`config.mk`:
```
export PLATFORM = sky130hd
export DESIGN_NAME = sorted_priority_queue
export DESIGN_NICKNAME = d
export VERILOG_FILES = /design/src/hw/rtl/spq_pkg.sv /design/src/hw/rtl/spq_cell.sv /design/src/hw/rtl/spq_rsp_buf.sv /design/src/hw/rtl/sorted_priority_queue.sv
export SDC_FILE = /design/constraint.sdc
export NUM_CORES = 2
export LEC_CHECK = 0
export BUFFER_PORTS_ARGS = -buffer_cell sky130_fd_sc_hd__buf_2
export CORE_MARGIN = 8
export CORE_UTILIZATION = 60
export DETAILED_ROUTE_END_ITERATION = 6
export PLACE_DENSITY = 0.76
export SLEW_MARGIN = 20
export SYNTH_ARGS = -nofsm -noshare
export SYNTH_HDL_FRONTEND = slang
export SYNTH_HIERARCHICAL = 1
export SYNTH_SLANG_ARGS = --single-unit
```
`constraint.sdc`:
```
create_clock -name clk -period 6.45 [get_ports clk]
set_input_delay 0.9675 -clock clk [delete_from_list [all_inputs] [get_ports clk]]
set_output_delay 0.9675 -clock clk [all_outputs]
set_load 0.005 [all_outputs]
```
`src/hw/rtl/spq_pkg.sv`:
```
// ----------------------------------------------------------------------------
// spq_pkg
// Shared types and constants of the sorted priority queue.
// ----------------------------------------------------------------------------
package spq_pkg;

  localparam int KEY_W         = 10;
  localparam int CAP_W         = 7;
  localparam int DEPTH_DEF     = 64;
  localparam int TAG_WIDTH_DEF = 16;

  localparam logic [KEY_W-1:0] KEY_LIMIT = 10'd1000;
  localparam logic [CAP_W-1:0] CAP_RESET = 7'd64;

  localparam logic KIND_INSERT = 1'b0;
  localparam logic KIND_REMOVE = 1'b1;

  localparam logic [1:0] ST_OK        = 2'd0;
  localparam logic [1:0] ST_OVERFLOW  = 2'd1;
  localparam logic [1:0] ST_UNDERFLOW = 2'd2;
  localparam logic [1:0] ST_INVALID   = 2'd3;

  // broadcast to every cell of the chain
  typedef struct packed {
    logic             ins;
    logic             rem;
    logic [KEY_W-1:0] key;
  } spq_ctrl_t;

endpackage

```
`src/hw/rtl/spq_cell.sv`:
```
// ----------------------------------------------------------------------------
// spq_cell
// One slot of the sorted chain: holds an entry, shifts toward the tail on an
// insert ahead of it and toward the head on a remove.
// ----------------------------------------------------------------------------
module spq_cell #(
  parameter int TAG_WIDTH = spq_pkg::TAG_WIDTH_DEF
) (
  input  logic                     clk,
  input  spq_pkg::spq_ctrl_t       ctrl,
  input  logic [TAG_WIDTH-1:0]     new_tag,
  input  logic                     occ,
  input  logic                     left_gt,
  input  logic [spq_pkg::KEY_W-1:0] left_key,
  input  logic [TAG_WIDTH-1:0]     left_tag,
  input  logic [spq_pkg::KEY_W-1:0] right_key,
  input  logic [TAG_WIDTH-1:0]     right_tag,
  output logic [spq_pkg::KEY_W-1:0] key,
  output logic [TAG_WIDTH-1:0]     tag,
  output logic                     gt
);

  logic [spq_pkg::KEY_W-1:0] key_next;
  logic [TAG_WIDTH-1:0]      tag_next;

  // new entry belongs at or before this slot
  assign gt = !occ || (ctrl.key > key);

  always_comb begin
    key_next = key;
    tag_next = tag;
    if (ctrl.ins && gt) begin
      if (left_gt) begin
        key_next = left_key;
        tag_next = left_tag;
      end else begin
        key_next = ctrl.key;
        tag_next = new_tag;
      end
    end else if (ctrl.rem) begin
      key_next = right_key;
      tag_next = right_tag;
    end
  end

  always_ff @(posedge clk) begin
    key <= key_next;
    tag <= tag_next;
  end

endmodule

```
`src/hw/rtl/spq_rsp_buf.sv`:
```
// ----------------------------------------------------------------------------
// spq_rsp_buf
// Output register with a skid stage for the result channel.
// ----------------------------------------------------------------------------
module spq_rsp_buf #(
  parameter int W = 8
) (
  input  logic         clk,
  input  logic         rst,
  input  logic         in_valid,
  output logic         in_stall,
  input  logic [W-1:0] in_data,
  output logic         out_valid,
  input  logic         out_stall,
  output logic [W-1:0] out_data
);

  logic         skid_valid;
  logic [W-1:0] skid_data;
  logic         take;
  logic         accept;

  assign in_stall = skid_valid;
  assign take     = out_valid && !out_stall;
  assign accept   = in_valid && !skid_valid;

  always_ff @(posedge clk) begin
    if (rst) begin
      out_valid  <= 1'b0;
      skid_valid <= 1'b0;
    end else if (skid_valid) begin
      if (take) begin
        skid_valid <= 1'b0;
      end
    end else if (accept) begin
      if (!out_valid || take) begin
        out_valid <= 1'b1;
      end else begin
        skid_valid <= 1'b1;
      end
    end else if (take) begin
      out_valid <= 1'b0;
    end
  end

  always_ff @(posedge clk) begin
    if (skid_valid) begin
      if (take) begin
        out_data <= skid_data;
      end
    end else if (accept) begin
      if (!out_valid || take) begin
        out_data <= in_data;
      end else begin
        skid_data <= in_data;
      end
    end
  end

endmodule

```
`src/hw/rtl/sorted_priority_queue.sv`:
```
// ----------------------------------------------------------------------------
// sorted_priority_queue
// Priority queue kept sorted by descending key in a chain of cells; equal
// keys keep arrival order.
//
//   channel   dir  handshake            payload
//   req       in   req_valid/req_stall  kind, key, tag
//   rsp       out  rsp_valid/rsp_stall  status, out_key, out_tag, count
//   capacity  in   capacity_wr          capacity
//
// One beat per cycle while req_stall is low: every cell compares against the new
// key at once and shifts in the same cycle. The result is registered in spq_rsp_buf.
// A stalled rsp beat is held; one more req beat is taken into a skid stage,
// then req_stall rises. Reset clears the count and capacity is 64; no clearing pass.
// ----------------------------------------------------------------------------
module sorted_priority_queue #(
  parameter int DEPTH     = spq_pkg::DEPTH_DEF,
  parameter int TAG_WIDTH = spq_pkg::TAG_WIDTH_DEF,
  parameter int CNT_W     = $clog2(DEPTH + 1)
) (
  input  logic                      clk,
  input  logic                      rst,
  input  logic                      capacity_wr,
  input  logic [spq_pkg::CAP_W-1:0] capacity,
  input  logic                      req_valid,
  output logic                      req_stall,
  input  logic                      kind,
  input  logic [spq_pkg::KEY_W-1:0] key,
  input  logic [TAG_WIDTH-1:0]      tag,
  output logic                      rsp_valid,
  input  logic                      rsp_stall,
  output logic [1:0]                status,
  output logic [spq_pkg::KEY_W-1:0] out_key,
  output logic [TAG_WIDTH-1:0]      out_tag,
  output logic [CNT_W-1:0]          count
);

  localparam int CMP_W = (CNT_W > spq_pkg::CAP_W) ? CNT_W : spq_pkg::CAP_W;
  localparam int RSP_W = 2 + spq_pkg::KEY_W + TAG_WIDTH + CNT_W;

  logic [spq_pkg::CAP_W-1:0] cap_reg;
  logic [CNT_W-1:0]          entries;
  logic [CNT_W-1:0]          entries_next;
  logic [CMP_W-1:0]          limit;
  logic                      accept;
  logic                      full;
  logic [1:0]                st;
  logic                      do_ins;
  logic                      do_rem;
  logic [spq_pkg::KEY_W-1:0] rk;
  logic [TAG_WIDTH-1:0]      rt;
  logic [RSP_W-1:0]          rsp_in;
  logic [RSP_W-1:0]          rsp_out;
  spq_pkg::spq_ctrl_t        ctrl;

  logic [spq_pkg::KEY_W-1:0] cell_key [DEPTH];
  logic [TAG_WIDTH-1:0]      cell_tag [DEPTH];
  logic                      cell_gt  [DEPTH];

  assign limit = (CMP_W'(cap_reg) > CMP_W'(DEPTH)) ? CMP_W'(DEPTH) : CMP_W'(cap_reg);
  assign full  = CMP_W'(entries) >= limit;

  always_comb begin
    unique case (kind)
      spq_pkg::KIND_INSERT: begin
        if (full) begin
          st = spq_pkg::ST_OVERFLOW;
        end else if (key >= spq_pkg::KEY_LIMIT) begin
          st = spq_pkg::ST_INVALID;
        end else begin
          st = spq_pkg::ST_OK;
        end
      end
      spq_pkg::KIND_REMOVE: begin
        st = (entries == '0) ? spq_pkg::ST_UNDERFLOW : spq_pkg::ST_OK;
      end
      default: st = spq_pkg::ST_OK;
    endcase
  end

  assign do_ins = accept && (kind == spq_pkg::KIND_INSERT) && (st == spq_pkg::ST_OK);
  assign do_rem = accept && (kind == spq_pkg::KIND_REMOVE) && (st == spq_pkg::ST_OK);

  always_comb begin
    entries_next = entries;
    if (do_ins) begin
      entries_next = entries + CNT_W'(1);
    end else if (do_rem) begin
      entries_next = entries - CNT_W'(1);
    end
  end

  always_ff @(posedge clk) begin
    if (rst) begin
      entries <= '0;
      cap_reg <= spq_pkg::CAP_RESET;
    end else begin
      entries <= entries_next;
      if (capacity_wr) begin
        cap_reg <= capacity;
      end
    end
  end

  assign ctrl.ins = do_ins;
  assign ctrl.rem = do_rem;
  assign ctrl.key = key;

  for (genvar i = 0; i < DEPTH; i++) begin : g_cell
    logic [spq_pkg::KEY_W-1:0] lk;
    logic [TAG_WIDTH-1:0]      lt;
    logic                      lg;
    logic [spq_pkg::KEY_W-1:0] rkey;
    logic [TAG_WIDTH-1:0]      rtag;

    if (i == 0) begin : g_head
      assign lk = key;
      assign lt = tag;
      assign lg = 1'b0;
    end else begin : g_body
      assign lk = cell_key[i-1];
      assign lt = cell_tag[i-1];
      assign lg = cell_gt[i-1];
    end

    if (i == DEPTH - 1) begin : g_tail
      assign rkey = cell_key[i];
      assign rtag = cell_tag[i];
    end else begin : g_mid
      assign rkey = cell_key[i+1];
      assign rtag = cell_tag[i+1];
    end

    spq_cell #(
      .TAG_WIDTH (TAG_WIDTH)
    ) u_cell (
      .clk       (clk),
      .ctrl      (ctrl),
      .new_tag   (tag),
      .occ       (CNT_W'(i) < entries),
      .left_gt   (lg),
      .left_key  (lk),
      .left_tag  (lt),
      .right_key (rkey),
      .right_tag (rtag),
      .key       (cell_key[i]),
      .tag       (cell_tag[i]),
      .gt        (cell_gt[i])
    );
  end

  assign rk     = do_rem ? cell_key[0] : '0;
  assign rt     = do_rem ? cell_tag[0] : '0;
  assign rsp_in = {st, rk, rt, entries_next};

  spq_rsp_buf #(
    .W (RSP_W)
  ) u_rsp_buf (
    .clk       (clk),
    .rst       (rst),
    .in_valid  (req_valid),
    .in_stall  (req_stall),
    .in_data   (rsp_in),
    .out_valid (rsp_valid),
    .out_stall (rsp_stall),
    .out_data  (rsp_out)
  );

  assign accept = req_valid && !req_stall;
  assign {status, out_key, out_tag, count} = rsp_out;

endmodule

```
### Word level (Yosys, flattened, before mapping)

Index checks and enable logic that the tools add are counted.

| word-level totals | value |
|---|---|
| flip-flop bits (word level) | 1750 |
| bits in latches | 0 |
| bits in writable memories | 0 |
| ROM bits | 0 |
| output and inout port bits | 37 |
| memories | 0 |

| operators by class | value |
|---|---|
| add/subtract/negate cells | 2 |
| multipliers | 0 |
| divide/modulo/power cells | 0 |
| magnitude comparators | 131 |
| eq/ne operators | 2 |
| shift-type cells | 0 |
| muxes and demuxes | 398 |
| bitwise gates (word level) | 3 |
| reduce and logical (&&, ||, !) cells | 273 |

Operators with widths:

| cell | number |
|---|---|
| 2-to-1 mux 16 bit | 190 |
| 2-to-1 mux 10 bit | 190 |
| greater-than comparator 10 bit | 64 |
| < comparator 6 x 7 -> 1 bit, first input constant | 32 |
| 2-to-1 mux 35 bit | 4 |
| nonzero test 2 bit | 66 |
| < comparator 5 x 7 -> 1 bit, first input constant | 16 |
| logical AND 1 bit | 70 |
| zero test 1 bit | 67 |
| logical OR 1 bit | 65 |
| < comparator 4 x 7 -> 1 bit, first input constant | 8 |
| < comparator 3 x 7 -> 1 bit, first input constant | 4 |
| 2-to-1 mux 7 bit | 3 |
| < comparator 1 x 7 -> 1 bit, first input constant | 2 |
| < comparator 2 x 7 -> 1 bit, first input constant | 2 |
| greater-or-equal comparator 10 bit, second input constant | 1 |
| AND reduction 3 bit | 3 |
| adder 7 x 1 -> 7 bit, second input constant | 1 |
| greater-or-equal comparator 7 bit | 1 |
| greater-than comparator 7 bit, second input constant | 1 |
| zero test 7 bit | 1 |
| 2-to-1 mux 1 bit | 7 |
| subtractor 7 x 1 -> 7 bit, second input constant | 1 |
| 2-to-1 mux 2 bit | 3 |
| other kinds (5) | 7 |

### Depth between registers and ports, before layout

| depth | value |
|---|---|
| depth after elaboration | 12 |
| mapped depth | 13 |
| mapped depth without buffers | 10 |

### Hierarchy

Netlist, hierarchy kept.

Modules (own cells, without submodules):

| module | times used | cells each | area an instance (µm²) | seq. area each (µm²) |
|---|---|---|---|---|
| spq_cell | 64 | 124 | 1784.2 | 780.7 |
| spq_rsp_buf | 1 | 121 | 2655.0 | 2142.1 |
| sorted_priority_queue | 1 | 277 | 1854.3 | 280.3 |

### Worst setup path after synthesis

No wires, ideal clock.

| timing path | value |
|---|---|
| kind | flip-flop to flip-flop |
| from | register cap_reg[6] (netlist bit) |
| to | register g_cell[0].u_cell/key[0] (netlist bit), enable pin |
| setup time | 0.384 ns |
| data arrival time | 4.862 ns |
| data required time | 6.066 ns |
| slack | 1.204 ns |
| stages on the path, launching flop included | 12 |
| cells stage by stage | dfxtp_1 > inv_1 > nand2_1 > ha_1 > a211oi_2 > o21ai_1 > a221o_1 > nor3_1 > a21bo_2 > a21oi_4 > buf_6 > or2_1 |

| between the ends | value |
|---|---|
| cells in the longest elaborated chain, start to end | 9 |
| elaborated cells on any way between the ends | 10 |

RTL lines:

| item | RTL line | source |
|---|---|---|
| from (decl) | sorted_priority_queue.sv:41 | `logic [spq_pkg::CAP_W-1:0] cap_reg;` |
| from (signal assigned) | sorted_priority_queue.sv:96 | `cap_reg <= spq_pkg::CAP_RESET;` |
| from (signal assigned) | sorted_priority_queue.sv:100 | `cap_reg <= capacity;` |
| greater-than comparator 7 bit | sorted_priority_queue.sv:60 | `assign limit = (CMP_W'(cap_reg) > CMP_W'(DEPTH)) ? CMP_W'(DEPTH) : CMP_W'(cap_reg);` |
| 2-to-1 mux 7 bit * | sorted_priority_queue.sv:60 |  |
| greater-or-equal comparator 7 bit * | sorted_priority_queue.sv:61 | `assign full = CMP_W'(entries) >= limit;` |
| 2-to-1 mux 2 bit * | sorted_priority_queue.sv:66 | `if (full) begin` |
| case mux 2 bit (2 select lines) * | sorted_priority_queue.sv:64 | `unique case (kind)` |
| zero test 2 bit * | sorted_priority_queue.sv:81 | `assign do_ins = accept && (kind == spq_pkg::KIND_INSERT) && (st == spq_pkg::ST_OK);` |
| logical AND 1 bit * | sorted_priority_queue.sv:81 |  |
| net do_ins | sorted_priority_queue.sv:48 | `logic do_ins;` |
| logical AND 1 bit * | spq_cell.sv:32 | `if (ctrl.ins && gt) begin` |
| nonzero test 2 bit (no source line) * | -- |  |
| to (signal assigned) | spq_cell.sv:47 | `key <= key_next;` |
| to (decl) | spq_cell.sv:18 | `output logic [spq_pkg::KEY_W-1:0] key,` |

Mark *: on every way through the listed nets, which the timed path passes. The rest lies on a longest branch.
A chain may end at the register's enable or synchronous reset.

### Worst setup path after layout

| timing path | value |
|---|---|
| from | register entries[2] |
| to | register g_cell[6].u_cell/key[2] (netlist bit), enable pin |

| between the ends | value |
|---|---|
| cells in the longest elaborated chain, start to end | 7 |
| elaborated cells on any way between the ends | 13 |

RTL lines:

| item | RTL line | source |
|---|---|---|
| from (decl) | sorted_priority_queue.sv:42 | `logic [CNT_W-1:0] entries;` |
| from (signal assigned) | sorted_priority_queue.sv:98 | `entries <= entries_next;` |
| greater-or-equal comparator 7 bit or zero test 7 bit (tied branches) | sorted_priority_queue.sv:61, sorted_priority_queue.sv:75 |  |
| 2-to-1 mux 2 bit, on equally long branches | sorted_priority_queue.sv:66, sorted_priority_queue.sv:75 |  |
| case mux 2 bit (2 select lines) * | sorted_priority_queue.sv:64 |  |
| zero test 2 bit * | sorted_priority_queue.sv:81 |  |
| logical AND 1 bit * | sorted_priority_queue.sv:81 |  |
| net do_ins | sorted_priority_queue.sv:48 |  |
| logical AND 1 bit * | spq_cell.sv:32 |  |
| nonzero test 2 bit (no source line) * | -- |  |
| to (signal assigned) | spq_cell.sv:47 |  |
| to (decl) | spq_cell.sv:18 |  |

Marks and branches as above.

==> implementation parameters <==
Parameter                              Value

Critical path
  Element type at the critical path start    flop
  Worst Path Arrival    5.28 ns
  Startpoint of the most critical register-to-register path    entries[2]
  Register-to-register setup slack    1.71 ns
  Maximum fanout count along the critical path    27
  Type of the worst setup path    flop to flop
  WP data required    6.99 ns
  R2R cell count    11
  Worst setup EP type    flop
  Worst flop-to-flop path endpoint    g_cell[6].u_cell/key[2]

Timing
  Setup total negative slack    0 ns
  Total setup violations reported at the end of the flow    0
  Worst Clk Skew    roughly 0.050 ns
  Hold Fails Final Rpt    0
  RSZ-0062 raised after global routing    no
  Shortest period the worst path allows    4.74 ns
  Post-route fraction of the period consumed by the critical path    ~73%
  Least-Margin Pin Slew    approximately 1.3 ns
  Relative slew margins    14.5%
  Max-slew violation count    0
  Fmax    0.211 GHz

Power
  Fraction of power consumed by combinational cells    a little over a third
  Max IR drop VDD    0.315 mV
  Clock group share of total power    23.1%
  Sequential power share    40.8%
  Pint    between 30000 and 40000 uW
  Net switching power figure    15000 uW
  Static Leak    0.0511 uW
  Power Dens Cells    approximately 370 nW/um^2
  Switching share of total power    31.8%

Placed design
  Number of instances in the placed design    10900
  Sum of net half-perimeters after detailed placement    roughly 200000 um
  Number of input and output port buffers inserted    75
  Cell area after placement    ~120000 um^2
  Final weighted congestion in routability-driven placement    0.883

Hold path
  Launch point of the worst hold path    capacity[3]
  Classification of the worst-slack hold path    input pin to flop
  Endpoint of the worst hold path    cap_reg[3]
  Min-Delay Path Depth    3

Clocking
  Number of buffers added by the clock tree synthesis step    193
  Count of instances resized after the clock tree is built    0
  Total number of clock tree sinks    1750
  TritonCTS clock tree    built
  # Post-CTS Setup Buffers    0
  H-tree depth    4
  Insertion delay to the later sink of the worst-skew pair    0.87 ns
  Master cell of the clock root buffer    sky130_fd_sc_hd__clkbuf_16
  Bufs on Longest Clock Path    3
  Register clock-pin slew on the reported worst setup and hold paths    0.06 ns
  Quantity of hold-fixing buffers added after cts    0

Status
  Outcome    finished, final reports clean

Floorplan
  Top-level I/O count    76
  Die area    212000 um^2
  Placement Rows    163
  Initial standard-cell utilization of the core    60.2%
  Height of the die    461 um
  Die X-Extent    461 um
  Core region area    approximately 200000 um^2

Drt
  Average routed wire per standard cell    roughly 26 um
  Antenna Nets Post-Route    0
  Total length of routed wires    288000 um
  Total iterations of the first detailed-routing run    6
  Detailed-route via count    70100
  Detailed router's first-iteration violation count    approximately 5300
  Number of vias per cell    about 6.2
  DRC Markers    0

Logic synthesis
  Nets in the synthesized netlist    9022
  Syn. warnings    6
  Syn_area_per_cell    roughly 14 um^2
  Gate count after technology mapping    8333
  Synthesized area    119000 um^2

Cells and area
  Finished Layout Cells    11300
  Fraction of final layout cells with drive strength greater than 1    49.6%
  Net count, final    9177
  Cell area after layout    129000 um^2
  Area Overhead vs Synth    8.32%
  Number of flip-flops under the largest register name    roughly 1000
  Regs by FF count    g_cell.u_cell/tag: 1024 flops, g_cell.u_cell/key: 640 flops
  Reg with most FFs    g_cell.u_cell/tag

Global routing
  Initial antenna violation count    21
  Total gr overflow    0
  Maximum number of pins on one net before global-route repair    66
  Total global routing track utilization    26.4%
  Via count of the first global-routing pass    between 70000 and 80000
  Wire length of the first global-routing pass    445000 um

Job
  Max-cap violations    0
[routing by layer]
| layer | GRT usage, % | part of all wire, % | wire length [um] | up-vias |
|---|---|---|---|---|
| li1 | - | - | - | 31900 |
| met1 | 35.6 | 44 | 126000 | 35600 |
| met2 | 43.6 | 47 | 136000 | 2007 |
| met3 | 4.70 | 6.0 | 17400 | 542 |
| met4 | 8.24 | 3.0 | 8600 | 14 |
| met5 | 0 | 0.032 | 92 | - |
[power by group through the flow]
stage / Clock [uW] / Combinational (uW) / Sequential (uW)
after detailed placement: 0 / 16800 / 19400
after floorplan: 0 / 13500 / 18100
final: 10900 / 17000 / 19200
after global routing: 11500 / 18200 / 19500
after CTS: 11100 / 16900 / 19200
after global placement: 0 / 16000 / 19400
[worst max path at each step]
stage | start | end | slack, ns | cells after the start
2_1_floorplan | cap_reg[6] | g_cell[0].u_cell/key[0] | 1.20 | 11
3_3_place_gp | key[3] | g_cell[44].u_cell/tag[2] | 1.41 | 9
3_5_place_dp | key[3] | g_cell[44].u_cell/tag[2] | 1.34 | 9
4_1_cts | entries[2] | g_cell[44].u_cell/key[7] | 1.52 | 10
5_1_grt | entries[2] | g_cell[9].u_cell/tag[2] | 1.56 | 11
6_report | entries[2] | g_cell[6].u_cell/key[2] | 1.71 | 11
[cell type report]
| class | instances | area (um^2) |
|---|---|---|
| fill | 14000 | 68400 |
| tap | 2640 | 3300 |
| sequential | 1750 | 52400 |
| timing repair buffer | 305 | 2410 |
| multi-input combinational | 5457 | 61400 |
| inverter | 781 | 2930 |
| clock inverter | 123 | 1170 |
| antenna | 3 | 7.51 |
| clock buffer | 232 | 4980 |
[per-stage QoR]
step	hold slack, ns	total power [uW]	setup WS [ns]	utilization (%)
global route	0.318	49200	1.56	65.3
detailed placement	0.492	36200	1.34	62.1
floorplan	0.452	31600	1.20	-
global placement	0.482	35400	1.41	62.1
CTS	0.291	47200	1.52	65.2
finish	0.360	47100	1.71	65.3
[critical path, cell delays in order (launching register included)]
cell,delay [ns]
sky130_fd_sc_hd__dfxtp_1,0.80
sky130_fd_sc_hd__ha_1,0.38
sky130_fd_sc_hd__a211oi_2,0.21
sky130_fd_sc_hd__o21ai_1,0.12
sky130_fd_sc_hd__a221o_1,0.48
sky130_fd_sc_hd__nor3_2,0.30
sky130_fd_sc_hd__buf_4,0.39
sky130_fd_sc_hd__a21bo_2,0.29
sky130_fd_sc_hd__a21oi_4,0.10
sky130_fd_sc_hd__buf_4,0.42
sky130_fd_sc_hd__or2_1,0.56
sky130_fd_sc_hd__buf_4,0.36
[placed cells by master, fill, tap and decap left out, types with 90 or more instances in the layout]
cell type and count:
sky130_fd_sc_hd__a211oi_2 129, sky130_fd_sc_hd__a21oi_1 144, sky130_fd_sc_hd__buf_4 230, sky130_fd_sc_hd__clkbuf_16 193
sky130_fd_sc_hd__edfxtp_1 1734, sky130_fd_sc_hd__ha_1 650, sky130_fd_sc_hd__inv_1 780, sky130_fd_sc_hd__mux2_2 2080
sky130_fd_sc_hd__mux2_4 1223, sky130_fd_sc_hd__nand2_1 235, sky130_fd_sc_hd__nand4_1 129, sky130_fd_sc_hd__nor2_1 90
sky130_fd_sc_hd__o21ai_0 142
Power figures use the tool's default switching activity.
